### src/rc4_pkg.sv
// Shared definitions for the RC4 stream cipher block: field structs, register
// indexes, reset values, request kinds and the sequencer state type.
// No dependencies.
package rc4_pkg;

   localparam int TABLE_SIZE            = 256;
   localparam int TABLE_ADDR_W          = 8;
   localparam logic [7:0] TABLE_LAST    = 8'(TABLE_SIZE - 1);

   localparam int MAX_KEY_BYTES_DEFAULT = 16;

   // Configuration port.
   localparam int CSR_INDEX_W = 2;
   localparam int CSR_DATA_W  = 64;
   localparam int KEY_LEN_W   = 5;

   localparam logic [CSR_INDEX_W-1:0] CSR_KEY_LENGTH = 2'd0;
   localparam logic [CSR_INDEX_W-1:0] CSR_KEY_LOW    = 2'd1;
   localparam logic [CSR_INDEX_W-1:0] CSR_KEY_HIGH   = 2'd2;

   localparam logic [KEY_LEN_W-1:0]  KEY_LENGTH_RESET = 5'd5;
   localparam logic [CSR_DATA_W-1:0] KEY_LOW_RESET    = 64'h0000_006E_616E_6162;
   localparam logic [CSR_DATA_W-1:0] KEY_HIGH_RESET   = 64'h0;

   // Request kinds.
   localparam logic KIND_REKEY = 1'b0;
   localparam logic KIND_DATA  = 1'b1;

   typedef struct packed {
      logic       kind;
      logic [7:0] data_byte;
      logic       packet_last;
   } req_type;

   typedef struct packed {
      logic [7:0] out_byte;
      logic       out_last;
   } rsp_type;

   // One access to the permutation memory per cycle: a read and a write.
   typedef struct packed {
      logic                    we;
      logic [TABLE_ADDR_W-1:0] waddr;
      logic [7:0]              wdata;
      logic [TABLE_ADDR_W-1:0] raddr;
   } sbox_req_type;

   typedef enum logic [3:0] {
      ST_IDLE,
      ST_PASS,
      ST_DRD_J,
      ST_DSWAP_I,
      ST_DSWAP_J,
      ST_KINIT,
      ST_KRD,
      ST_KJ,
      ST_KW1,
      ST_KW2
   } state_type;

endpackage

### src/rc4_sbox.sv
// Permutation memory of the RC4 block: 256 bytes, one write port and one
// read port with registered read data (old data on a same-address write).
// Depends on rc4_pkg.
module rc4_sbox (
   input  logic                  clock,
   input  rc4_pkg::sbox_req_type mem_req,
   output logic [7:0]            rdata
);

   logic [7:0] table_mem [rc4_pkg::TABLE_SIZE];
   logic [7:0] rdata_ff;

   always_ff @(posedge clock) begin
      if (mem_req.we) begin
         table_mem[mem_req.waddr] <= mem_req.wdata;
      end
      rdata_ff <= table_mem[mem_req.raddr];
   end

   assign rdata = rdata_ff;

endmodule

### src/rc4_csr.sv
// Configuration registers of the RC4 block: key length and key bytes, with
// the clamped index of the last key byte used by the key schedule.
// Depends on rc4_pkg.
module rc4_csr #(
   parameter int MAX_KEY_BYTES = rc4_pkg::MAX_KEY_BYTES_DEFAULT,
   localparam int KeyIdxW = (MAX_KEY_BYTES > 1) ? $clog2(MAX_KEY_BYTES) : 1
) (
   input  logic                               clock,
   input  logic                               reset,
   input  logic                               csr_we,
   input  logic [rc4_pkg::CSR_INDEX_W-1:0]    csr_index,
   input  logic [rc4_pkg::CSR_DATA_W-1:0]     csr_wdata,
   output logic [MAX_KEY_BYTES-1:0][7:0]      key_bytes,
   output logic [KeyIdxW-1:0]                 key_last
);

   logic [rc4_pkg::KEY_LEN_W-1:0] len_ff;
   logic [MAX_KEY_BYTES-1:0][7:0] key_ff;

   always_ff @(posedge clock) begin
      if (reset) begin
         len_ff <= rc4_pkg::KEY_LENGTH_RESET;
         for (int b = 0; b < MAX_KEY_BYTES; b++) begin
            key_ff[b] <= (b < 8) ? rc4_pkg::KEY_LOW_RESET[(b & 7) * 8 +: 8]
                                 : rc4_pkg::KEY_HIGH_RESET[(b & 7) * 8 +: 8];
         end
      end else if (csr_we) begin
         unique case (csr_index)
            rc4_pkg::CSR_KEY_LENGTH: begin
               len_ff <= csr_wdata[rc4_pkg::KEY_LEN_W-1:0];
            end
            rc4_pkg::CSR_KEY_LOW: begin
               for (int b = 0; b < MAX_KEY_BYTES; b++) begin
                  if (b < 8) key_ff[b] <= csr_wdata[(b & 7) * 8 +: 8];
               end
            end
            rc4_pkg::CSR_KEY_HIGH: begin
               for (int b = 0; b < MAX_KEY_BYTES; b++) begin
                  if (b >= 8) key_ff[b] <= csr_wdata[(b & 7) * 8 +: 8];
               end
            end
            default: ;
         endcase
      end
   end

   // A length of zero acts as one, and anything above the key storage
   // saturates to the full key.
   always_comb begin
      if (len_ff == '0) begin
         key_last = '0;
      end else if (len_ff > rc4_pkg::KEY_LEN_W'(MAX_KEY_BYTES)) begin
         key_last = KeyIdxW'(MAX_KEY_BYTES - 1);
      end else begin
         key_last = KeyIdxW'(len_ff - 5'd1);
      end
   end

   assign key_bytes = key_ff;

endmodule

### src/rc4_core.sv
// Sequencer and datapath of the RC4 block: key schedule, keystream generation
// with read-modify-write of the permutation memory, and the result register.
// Depends on rc4_pkg.
module rc4_core #(
   parameter int MAX_KEY_BYTES = rc4_pkg::MAX_KEY_BYTES_DEFAULT,
   localparam int KeyIdxW = (MAX_KEY_BYTES > 1) ? $clog2(MAX_KEY_BYTES) : 1
) (
   input  logic                          clock,
   input  logic                          reset,
   input  logic                          req_valid,
   output logic                          req_stall,
   input  rc4_pkg::req_type              req_data,
   output logic                          rsp_valid,
   input  logic                          rsp_stall,
   output rc4_pkg::rsp_type              rsp_data,
   input  logic [MAX_KEY_BYTES-1:0][7:0] key_bytes,
   input  logic [KeyIdxW-1:0]            key_last,
   output rc4_pkg::sbox_req_type         mem_req,
   input  logic [7:0]                    mem_rdata
);

   rc4_pkg::state_type state_ff, state_in;

   logic [7:0]         i_ff, i_in;
   logic [7:0]         j_ff, j_in;
   logic [7:0]         n_ff, n_in;
   logic [KeyIdxW-1:0] kidx_ff, kidx_in;
   logic [7:0]         si_ff, si_in;
   logic [7:0]         sj_ff, sj_in;
   logic [7:0]         data_ff, data_in;
   logic               last_ff, last_in;
   logic               keyed_ff, keyed_in;
   logic               rsp_valid_ff, rsp_valid_in;
   rc4_pkg::rsp_type   rsp_data_ff, rsp_data_in;

   logic       out_free;
   logic [7:0] j_next;
   logic [7:0] ks_addr;
   logic [7:0] ks_byte;

   assign out_free  = !rsp_valid_ff || !rsp_stall;
   assign req_stall = (state_ff != rc4_pkg::ST_IDLE);

   // Keystream index from the swapped pair; the read data misses the swap
   // writes, so entries i and j are taken from the registered pair instead.
   assign ks_addr = 8'(si_ff + sj_ff);
   always_comb begin
      if (ks_addr == i_ff) begin
         ks_byte = sj_ff;
      end else if (ks_addr == j_ff) begin
         ks_byte = si_ff;
      end else begin
         ks_byte = mem_rdata;
      end
   end

   // Next state.
   always_comb begin
      state_in = state_ff;
      unique case (state_ff)
         rc4_pkg::ST_IDLE: begin
            if (req_valid) begin
               if (req_data.kind == rc4_pkg::KIND_REKEY) begin
                  state_in = rc4_pkg::ST_KINIT;
               end else if (keyed_ff) begin
                  state_in = rc4_pkg::ST_DRD_J;
               end else begin
                  state_in = rc4_pkg::ST_PASS;
               end
            end
         end
         rc4_pkg::ST_PASS: begin
            if (out_free) state_in = rc4_pkg::ST_IDLE;
         end
         rc4_pkg::ST_DRD_J:   state_in = rc4_pkg::ST_DSWAP_I;
         rc4_pkg::ST_DSWAP_I: state_in = rc4_pkg::ST_DSWAP_J;
         rc4_pkg::ST_DSWAP_J: begin
            if (out_free) state_in = rc4_pkg::ST_IDLE;
         end
         rc4_pkg::ST_KINIT: begin
            if (n_ff == rc4_pkg::TABLE_LAST) state_in = rc4_pkg::ST_KRD;
         end
         rc4_pkg::ST_KRD: state_in = rc4_pkg::ST_KJ;
         rc4_pkg::ST_KJ:  state_in = rc4_pkg::ST_KW1;
         rc4_pkg::ST_KW1: state_in = rc4_pkg::ST_KW2;
         rc4_pkg::ST_KW2: begin
            if (n_ff == rc4_pkg::TABLE_LAST) begin
               state_in = rc4_pkg::ST_IDLE;
            end else begin
               state_in = rc4_pkg::ST_KRD;
            end
         end
         default: state_in = rc4_pkg::ST_IDLE;
      endcase
   end

   // Datapath and memory accesses.
   always_comb begin
      i_in         = i_ff;
      j_in         = j_ff;
      n_in         = n_ff;
      kidx_in      = kidx_ff;
      si_in        = si_ff;
      sj_in        = sj_ff;
      data_in      = data_ff;
      last_in      = last_ff;
      keyed_in     = keyed_ff;
      rsp_valid_in = rsp_valid_ff && rsp_stall;
      rsp_data_in  = rsp_data_ff;
      j_next       = j_ff;
      mem_req      = '{we: 1'b0, waddr: i_ff, wdata: si_ff, raddr: 8'(i_ff + 8'd1)};

      unique case (state_ff)
         rc4_pkg::ST_IDLE: begin
            if (req_valid) begin
               data_in = req_data.data_byte;
               last_in = req_data.packet_last;
               n_in    = '0;
               if (req_data.kind == rc4_pkg::KIND_DATA && keyed_ff) begin
                  i_in = 8'(i_ff + 8'd1);
               end
            end
         end
         rc4_pkg::ST_PASS: begin
            if (out_free) begin
               rsp_valid_in = 1'b1;
               rsp_data_in  = '{out_byte: data_ff, out_last: last_ff};
            end
         end
         rc4_pkg::ST_DRD_J: begin
            j_next        = 8'(j_ff + mem_rdata);
            mem_req.raddr = j_next;
            si_in         = mem_rdata;
            j_in          = j_next;
         end
         rc4_pkg::ST_DSWAP_I: begin
            mem_req.we    = 1'b1;
            mem_req.waddr = i_ff;
            mem_req.wdata = mem_rdata;
            mem_req.raddr = 8'(si_ff + mem_rdata);
            sj_in         = mem_rdata;
         end
         rc4_pkg::ST_DSWAP_J: begin
            mem_req.we    = 1'b1;
            mem_req.waddr = j_ff;
            mem_req.wdata = si_ff;
            mem_req.raddr = ks_addr;
            if (out_free) begin
               rsp_valid_in = 1'b1;
               rsp_data_in  = '{out_byte: data_ff ^ ks_byte, out_last: last_ff};
            end
         end
         rc4_pkg::ST_KINIT: begin
            mem_req.we    = 1'b1;
            mem_req.waddr = n_ff;
            mem_req.wdata = n_ff;
            n_in          = 8'(n_ff + 8'd1);
            j_in          = '0;
            kidx_in       = '0;
         end
         rc4_pkg::ST_KRD: begin
            mem_req.raddr = n_ff;
         end
         rc4_pkg::ST_KJ: begin
            j_next        = 8'(j_ff + mem_rdata + key_bytes[kidx_ff]);
            mem_req.raddr = j_next;
            si_in         = mem_rdata;
            j_in          = j_next;
         end
         rc4_pkg::ST_KW1: begin
            mem_req.we    = 1'b1;
            mem_req.waddr = n_ff;
            mem_req.wdata = mem_rdata;
         end
         rc4_pkg::ST_KW2: begin
            mem_req.we    = 1'b1;
            mem_req.waddr = j_ff;
            mem_req.wdata = si_ff;
            n_in          = 8'(n_ff + 8'd1);
            kidx_in       = (kidx_ff == key_last) ? '0 : KeyIdxW'(kidx_ff + 1'b1);
            if (n_ff == rc4_pkg::TABLE_LAST) begin
               keyed_in = 1'b1;
               i_in     = '0;
               j_in     = '0;
            end
         end
         default: ;
      endcase
   end

   always_ff @(posedge clock) begin
      if (reset) begin
         state_ff     <= rc4_pkg::ST_IDLE;
         keyed_ff     <= 1'b0;
         i_ff         <= '0;
         j_ff         <= '0;
         rsp_valid_ff <= 1'b0;
      end else begin
         state_ff     <= state_in;
         keyed_ff     <= keyed_in;
         i_ff         <= i_in;
         j_ff         <= j_in;
         rsp_valid_ff <= rsp_valid_in;
      end
   end

   always_ff @(posedge clock) begin
      n_ff        <= n_in;
      kidx_ff     <= kidx_in;
      si_ff       <= si_in;
      sj_ff       <= sj_in;
      data_ff     <= data_in;
      last_ff     <= last_in;
      rsp_data_ff <= rsp_data_in;
   end

   assign rsp_valid = rsp_valid_ff;
   assign rsp_data  = rsp_data_ff;

endmodule

### src/rc4_stream_cipher.sv
// Top level of the RC4 stream cipher block: configuration registers,
// sequencer and permutation memory.
// Depends on rc4_pkg, rc4_csr, rc4_core and rc4_sbox.
//
//   Channel   Ports                               Direction  Moves
//   request   req_valid, req_stall, req_data      in         rekey or data byte
//   response  rsp_valid, rsp_stall, rsp_data      out        transformed byte
//   config    csr_we, csr_index, csr_wdata        in         register write
//
// A keyed data byte reads entries i and j, then swaps them; an unkeyed byte
// passes through unchanged. Either waits while the response register is stalled,
// and no new request is taken until it ends. A rekey fills all 256 entries with
// the identity, then runs 256 key schedule steps. Both follow from the single
// read port of the permutation memory and its registered read data.
// Reset is synchronous and active high; it clears the sequencer, the indices i and j,
// the keyed flag and the response register, and loads the register defaults.
// The response register holds a finished byte while rsp_stall is high; the
// block stops only at the point of loading it.
module rc4_stream_cipher #(
   parameter int MAX_KEY_BYTES = rc4_pkg::MAX_KEY_BYTES_DEFAULT
) (
   input  logic                            clock,
   input  logic                            reset,
   input  logic                            req_valid,
   output logic                            req_stall,
   input  rc4_pkg::req_type                req_data,
   output logic                            rsp_valid,
   input  logic                            rsp_stall,
   output rc4_pkg::rsp_type                rsp_data,
   input  logic                            csr_we,
   input  logic [rc4_pkg::CSR_INDEX_W-1:0] csr_index,
   input  logic [rc4_pkg::CSR_DATA_W-1:0]  csr_wdata
);

   localparam int KeyIdxW = (MAX_KEY_BYTES > 1) ? $clog2(MAX_KEY_BYTES) : 1;

   logic [MAX_KEY_BYTES-1:0][7:0] key_bytes;
   logic [KeyIdxW-1:0]            key_last;
   rc4_pkg::sbox_req_type         mem_req;
   logic [7:0]                    mem_rdata;

   // Key registers. The key schedule reads them only while a rekey runs; they must be
   // written only while the block is idle, which the block itself does not enforce.
   rc4_csr #(
      .MAX_KEY_BYTES(MAX_KEY_BYTES)
   ) u_csr (
      .clock    (clock),
      .reset    (reset),
      .csr_we   (csr_we),
      .csr_index(csr_index),
      .csr_wdata(csr_wdata),
      .key_bytes(key_bytes),
      .key_last (key_last)
   );

   // Sequencer. Every table access goes through the memory request struct;
   // the swap writes of one request finish before the next request reads.
   rc4_core #(
      .MAX_KEY_BYTES(MAX_KEY_BYTES)
   ) u_core (
      .clock    (clock),
      .reset    (reset),
      .req_valid(req_valid),
      .req_stall(req_stall),
      .req_data (req_data),
      .rsp_valid(rsp_valid),
      .rsp_stall(rsp_stall),
      .rsp_data (rsp_data),
      .key_bytes(key_bytes),
      .key_last (key_last),
      .mem_req  (mem_req),
      .mem_rdata(mem_rdata)
   );

   // The permutation itself. Its contents matter only once a rekey has
   // filled it, so it needs no reset.
   rc4_sbox u_sbox (
      .clock  (clock),
      .mem_req(mem_req),
      .rdata  (mem_rdata)
   );

endmodule

### config.mk
export PLATFORM = sky130hd
export DESIGN_NAME = rc4_stream_cipher
export DESIGN_NICKNAME = d
export VERILOG_FILES = /design/src/rc4_pkg.sv /design/src/rc4_sbox.sv /design/src/rc4_csr.sv /design/src/rc4_core.sv /design/src/rc4_stream_cipher.sv
export SDC_FILE = /design/constraint.sdc
export NUM_CORES = 2
export LEC_CHECK = 0
export ABC_AREA = 1
export BUFFER_PORTS_ARGS = -buffer_cell sky130_fd_sc_hd__buf_2
export CAP_MARGIN = 20
export CORE_ASPECT_RATIO = 1.25
export CORE_MARGIN = 2
export CORE_UTILIZATION = 60
export CTS_CLUSTER_SIZE = 12
export DETAILED_ROUTE_END_ITERATION = 8
export PLACE_DENSITY_LB_ADDON = 0.12
export SLEW_MARGIN = 20
export SYNTH_ARGS = -nofsm -noshare
export SYNTH_HDL_FRONTEND = slang
export SYNTH_HIERARCHICAL = 1
export SYNTH_SLANG_ARGS = --single-unit
### constraint.sdc
create_clock -name clock -period 15.38 [get_ports clock]
set_input_delay 0.769 -clock clock [delete_from_list [all_inputs] [get_ports clock]]
set_output_delay 0.769 -clock clock [all_outputs]
set_load 0.05 [all_outputs]
# After elaboration in Yosys (flattened, before gate mapping)
# Memory sizes are Yosys's and may differ from the RTL's. A register that Yosys moved wholly into a read port is not among the register bits.
# Cells that the tools add are included.
# op_classes
n_addsub,8
n_lt_le_gt_ge,2
eq_ne,22
n_mux,31
n_bitwise,1
n_reduce_logical,28
# ops
operator,n
$pmux W17 S4,1
$mux W8,7
$pmux W8 S5,1
$pmux W4 S9,1
$add A8 B8 Y8,4
$bmux W8 S4,1
$pmux W8 S2,2
$pmux W8 S4,1
$mux W4,7
$mux W9,2
$pmux W9 S2,1
$add A8 B1 Y8 const B,2
$eq A4 B3 Y1 const B,4
$eq A8 B8 Y1,2
$reduce_and A2 Y1,7
$ne A2 B1 Y1 const B,6
$eq A4 B2 Y1 const B,2
$eq A4 B4 Y1 const B,2
$eq A8 B8 Y1 const B,1
$pmux W4 S2,1
$reduce_bool A2 Y1,4
$reduce_bool A4 Y1,2
$reduce_or A2 Y1,4
$xor A8 B8 Y8,1
20 further kinds,26
# totals
regBits,201
mem_bits_rw,2048
out_inout_bits,11
n_memories,1
# memory_table
name,depth,width,rd,rd_ports_with_merged_regs,write_ports,line_no,source
u_sbox.table_mem,256,8,1,1,1,rc4_sbox.sv:10,logic [7:0] table_mem [rc4_pkg::TABLE_SIZE];

# Depth between registers and ports, before layout
# depth
depth_word,7
mapped_depth,31

# Cells and area by module
# Netlist, hierarchy kept.
# by_module_without_submodules
mod,instances,cells_each,area_per_inst_um2
rc4_sbox,1,7003,83396.2
rc4_core,1,964,6537.5
rc4_csr,1,609,4829.6

# Worst setup path before layout
# No wires, ideal clock.
# synth_timing
path_type,reg-to-reg
start,register u_core.state_ff[3]
end,memory u_sbox.table_mem[0][1] (data pin)
setup_time_ns,1.518
arrival_ns,4.419
path_slack_ns,9.443
stages_incl_launch_ff,11
path_buffers,0
synth_period_minus_slack_ns,5.937
path_cell_list,dfxtp_1 -> nor2_1 -> inv_1 -> nor2_2 -> inv_1 -> nand2_1 -> nor3_2 -> inv_1 -> nand2_1 -> nand2_1 -> nand3_1
# synth_rtl
item,line_no,source
from (decl),rc4_core.sv:22,"rc4_pkg::state_type state_ff, state_in;"
from (signal assigned),rc4_core.sv:193,state_ff <= rc4_pkg::ST_IDLE;
from (signal assigned),rc4_core.sv:199,state_ff <= state_in;
to (decl),rc4_sbox.sv:10,

==> metrics.txt <==
status finished, final reports clean; Main synth FF type edfxtp_1; number of global-route vias before repair 62,350; DR pass1 iterations 6; power density cells between 150 and 200 nW/um2; clock skew 0.02739 ns; P_sw about 5.7 mW; Logic pwr share 26.5%; routed vias 66,050; Multi-input gate area between 20,000 and 30,000 um2; routed wire length roughly 260 mm; sequential standard cell area 66,140 um2; RSZ-0062 raised after global routing no; Worst Path Class, Setup flop to flop; setup TNS 0 ns; filler cell count in the final layout between 10,000 and 15,000; Sequential Power Share between 40% and 50%; Hold Vio Cnt, Final 0; Slew Viols, Final 0; Highest Clock Rate 128.1 MHz; final routed DRC violation total 0; clock slew at reported path FFs 0.06 ns; relative slew slack 15.12%; pin count of the biggest net entering global routing 220; cts hold-fix bufs 0; Cell Int Power 10.90 mW; clock share of power 29.1%; CP max-delay cell buf_4; clk sink count between 2,000 and 2,500; Port Buffers 91; CP Max Fanout 167; commonest non-fill, non-tap cells in the layout 2,416 x nand2_1, 2,157 x nand3_1, 2,094 x edfxtp_1; worst path arrival time 8.54 ns; Worst Tran Pin Value 1.273 ns; LEAKAGE 36.19 nW; Post-CTS Setup Inserts 0; DP HPWL 150.0 mm; row count 163; global-route usage over all layers about a third; htree depth 4; Syn Nets 8,693; Yosys reg bits between 2,000 and 2,500; Routed WL per cell 24.75 um; Final Cycle Share 50.75%; worst skew pair latency between 0.8 and 0.9 ns; die span in y 448.3 um; total gr overflow 0; Core Region ~160,000 um2; Hold Crit Class input port to flop; antenna-violating nets left 0; max cap viols 0; CP dominant cell by count nand3_1; post-cts resize count 0; non-filler cells, final approximately 11,000; routability congestion estimate from global placement between 0.9 and 1; CTS buffer count between 200 and 250; initial antenna violation count 11; Warnings, synthesis 6; CP Capture Type flop; DR iter-0 viols 8,633; Design Area, Final ~100,000 um2; DR vias/cell 6.224; register area share after synthesis 69.80%; ys async rst share 0%; startpoint types flop; mean area per synthesized cell 11.05 um2; post-synthesis instance area about 95,000 um2; full die area 161,200 um2; layout cells sized above 1 5.931%; Layout area overhead 7.672%; Synth cell types between 50 and 60; TritonCTS clock tree yes; Ports 92; global-route wire length before repair between 300 and 400 mm; Max Root-Sink Buffers 3; die width 359.5 um; minimum clock period 7.805 ns; dpl cell area 95,860 um2; setup violators final 0; Switching Share 34.31%; initial core utilization 60.19%; leading cell type in the layout, fill and taps excluded nand2_1; Data required, critical path between 15 and 20 ns; R2R setup slack 7.57 ns; cells after synthesis ~8,600; EDFF count, synth 2,094; root buf cell clkbuf_16; maximum VDD drop 0.1303 mV; dpl cells just over 10,000; final layout net count 8,540; crit-path max cell delay 0.81 ns
==> synth_stat cells (all sizes together), types with 2 or more instances <==
library cell  instances  area, um2
nand2              2439       9229
nand3              2177      10950
edfxtp             2094      62880
nor2                602       2345
buf                 410       2374
o21ai               172      864.6
inv                 166      625.6
dfxtp               163       3263
clkbuf              140      526.8
a21oi                57      289.0
ha                   32      400.4
o2111ai              25      219.0
xor2                 17      148.9
o221ai               11      96.34
nor3                 10      55.05
xnor2                 8      70.07
a31oi                 6      37.54
nand3b                6      61.31
o211ai                5      37.54
o22ai                 5      31.28
or2                   5      31.28
clkinv                4      15.01
fa                    4      80.08
nand4                 4      25.02
a221oi                3      26.28
o41ai                 2      17.52
==> worst max-delay path, delay by kind of cell, from the launching register on <==
kind            cells  cell delay [ns]
flops               1             0.36
simple gates       11             1.85
compound gates      7             0.95
buf+inv             8             3.59
fa+ha+maj           2             0.66
==> through the flow <==
stage	hold WS (ns)	setup slack (ns)	utilization [%]	power, mW
5_1_grt	0.07477	6.988	64.80	17.20
3_5_place_dp	0.4108	7.549	60.88	11.81
3_3_place_gp	0.4216	7.580	60.88	11.76
6_report	0.1059	7.575	64.81	16.59
2_1_floorplan	0.4003	9.443	-	10.44
4_1_cts	0.04586	7.513	64.78	16.57
==> final cells by class <==
class | count | share of cell area (%)
sequential | 2257 | 64.82
multi-input combinational | 5599 | 24.75
clock buffer | 310 | 5.776
tap | 2062 | 2.529
timing repair buffer | 178 | 1.216
inverter | 170 | 0.6597
clock inverter | 34 | 0.2440
antenna | 2 | 0.004905
==> power groups by stage <==
stage | clock network (mW) | registers [mW] | logic, mW
2_1_floorplan | 0 | 7.66 | 2.78
3_3_place_gp | 0 | 7.49 | 4.27
3_5_place_dp | 0 | 7.49 | 4.32
4_1_cts | 4.87 | 7.37 | 4.33
5_1_grt | 5.10 | 7.37 | 4.72
6_report | 4.82 | 7.37 | 4.40
==> logic make-up (layout without fill, tap and decap cells) <==
logic type	after synthesis	in the layout	synth area share, %
AO/OA/AOI/OAI	293	293	1.767
XOR/XNOR	25	25	0.2311
adder cells (fa/ha/maj)	36	36	0.5070
buffers and inverters	720	692	3.737
flip-flops	2257	2257	69.80
other	0	2	0
AND/OR/NAND/NOR	5245	5245	23.96
==> state kept, by name (all words and copies together), names as in the netlist <==
| register | count |
|---|---|
| u_core/sj_ff | 8 |
| u_core/n_ff | 8 |
| u_core/rsp_valid | 1 |
| u_csr/key_bytes | 128 |
| u_csr/len_ff | 5 |
| u_core/data_ff | 8 |
| u_core/state_ff | 4 |
| u_sbox/table_mem | 2048 |
| u_core/i_ff | 8 |
| u_core/si_ff | 8 |
| u_core/keyed_ff | 1 |
| u_core/kidx_ff | 4 |
| u_core/rsp_data | 9 |
| u_core/last_ff | 1 |
| u_sbox/rdata | 8 |
| u_core/j_ff | 8 |
==> layer usage <==
| metal | part of all wire [%] | up-vias | wire length [um] | global-route usage, % |
|---|---|---|---|---|
| met5 | 0.023 | - | 60 | 0 |
| met1 | 38 | 32080 | 99530 | 43.24 |
| met4 | 4.6 | 8 | 12160 | 14.15 |
| li1 | - | 29720 | - | - |
| met2 | 48 | 3614 | 126000 | 52.53 |
| met3 | 9.5 | 620 | 24890 | 5.337 |
==> final timing paths <==
path | start | depth (start not counted) | end
worst max register to register | u_core/kidx_ff[0] | 28 | u_sbox/rdata[7]
worst min-delay path | req_data[1] | 1 | u_core/data_ff[0]
worst max-delay path | u_core/kidx_ff[0] | 28 | u_sbox/rdata[7]
worst min register to register | u_core/last_ff | 0 | u_core/rsp_data[0]
Note: power is estimated with default switching activity, not from simulation.
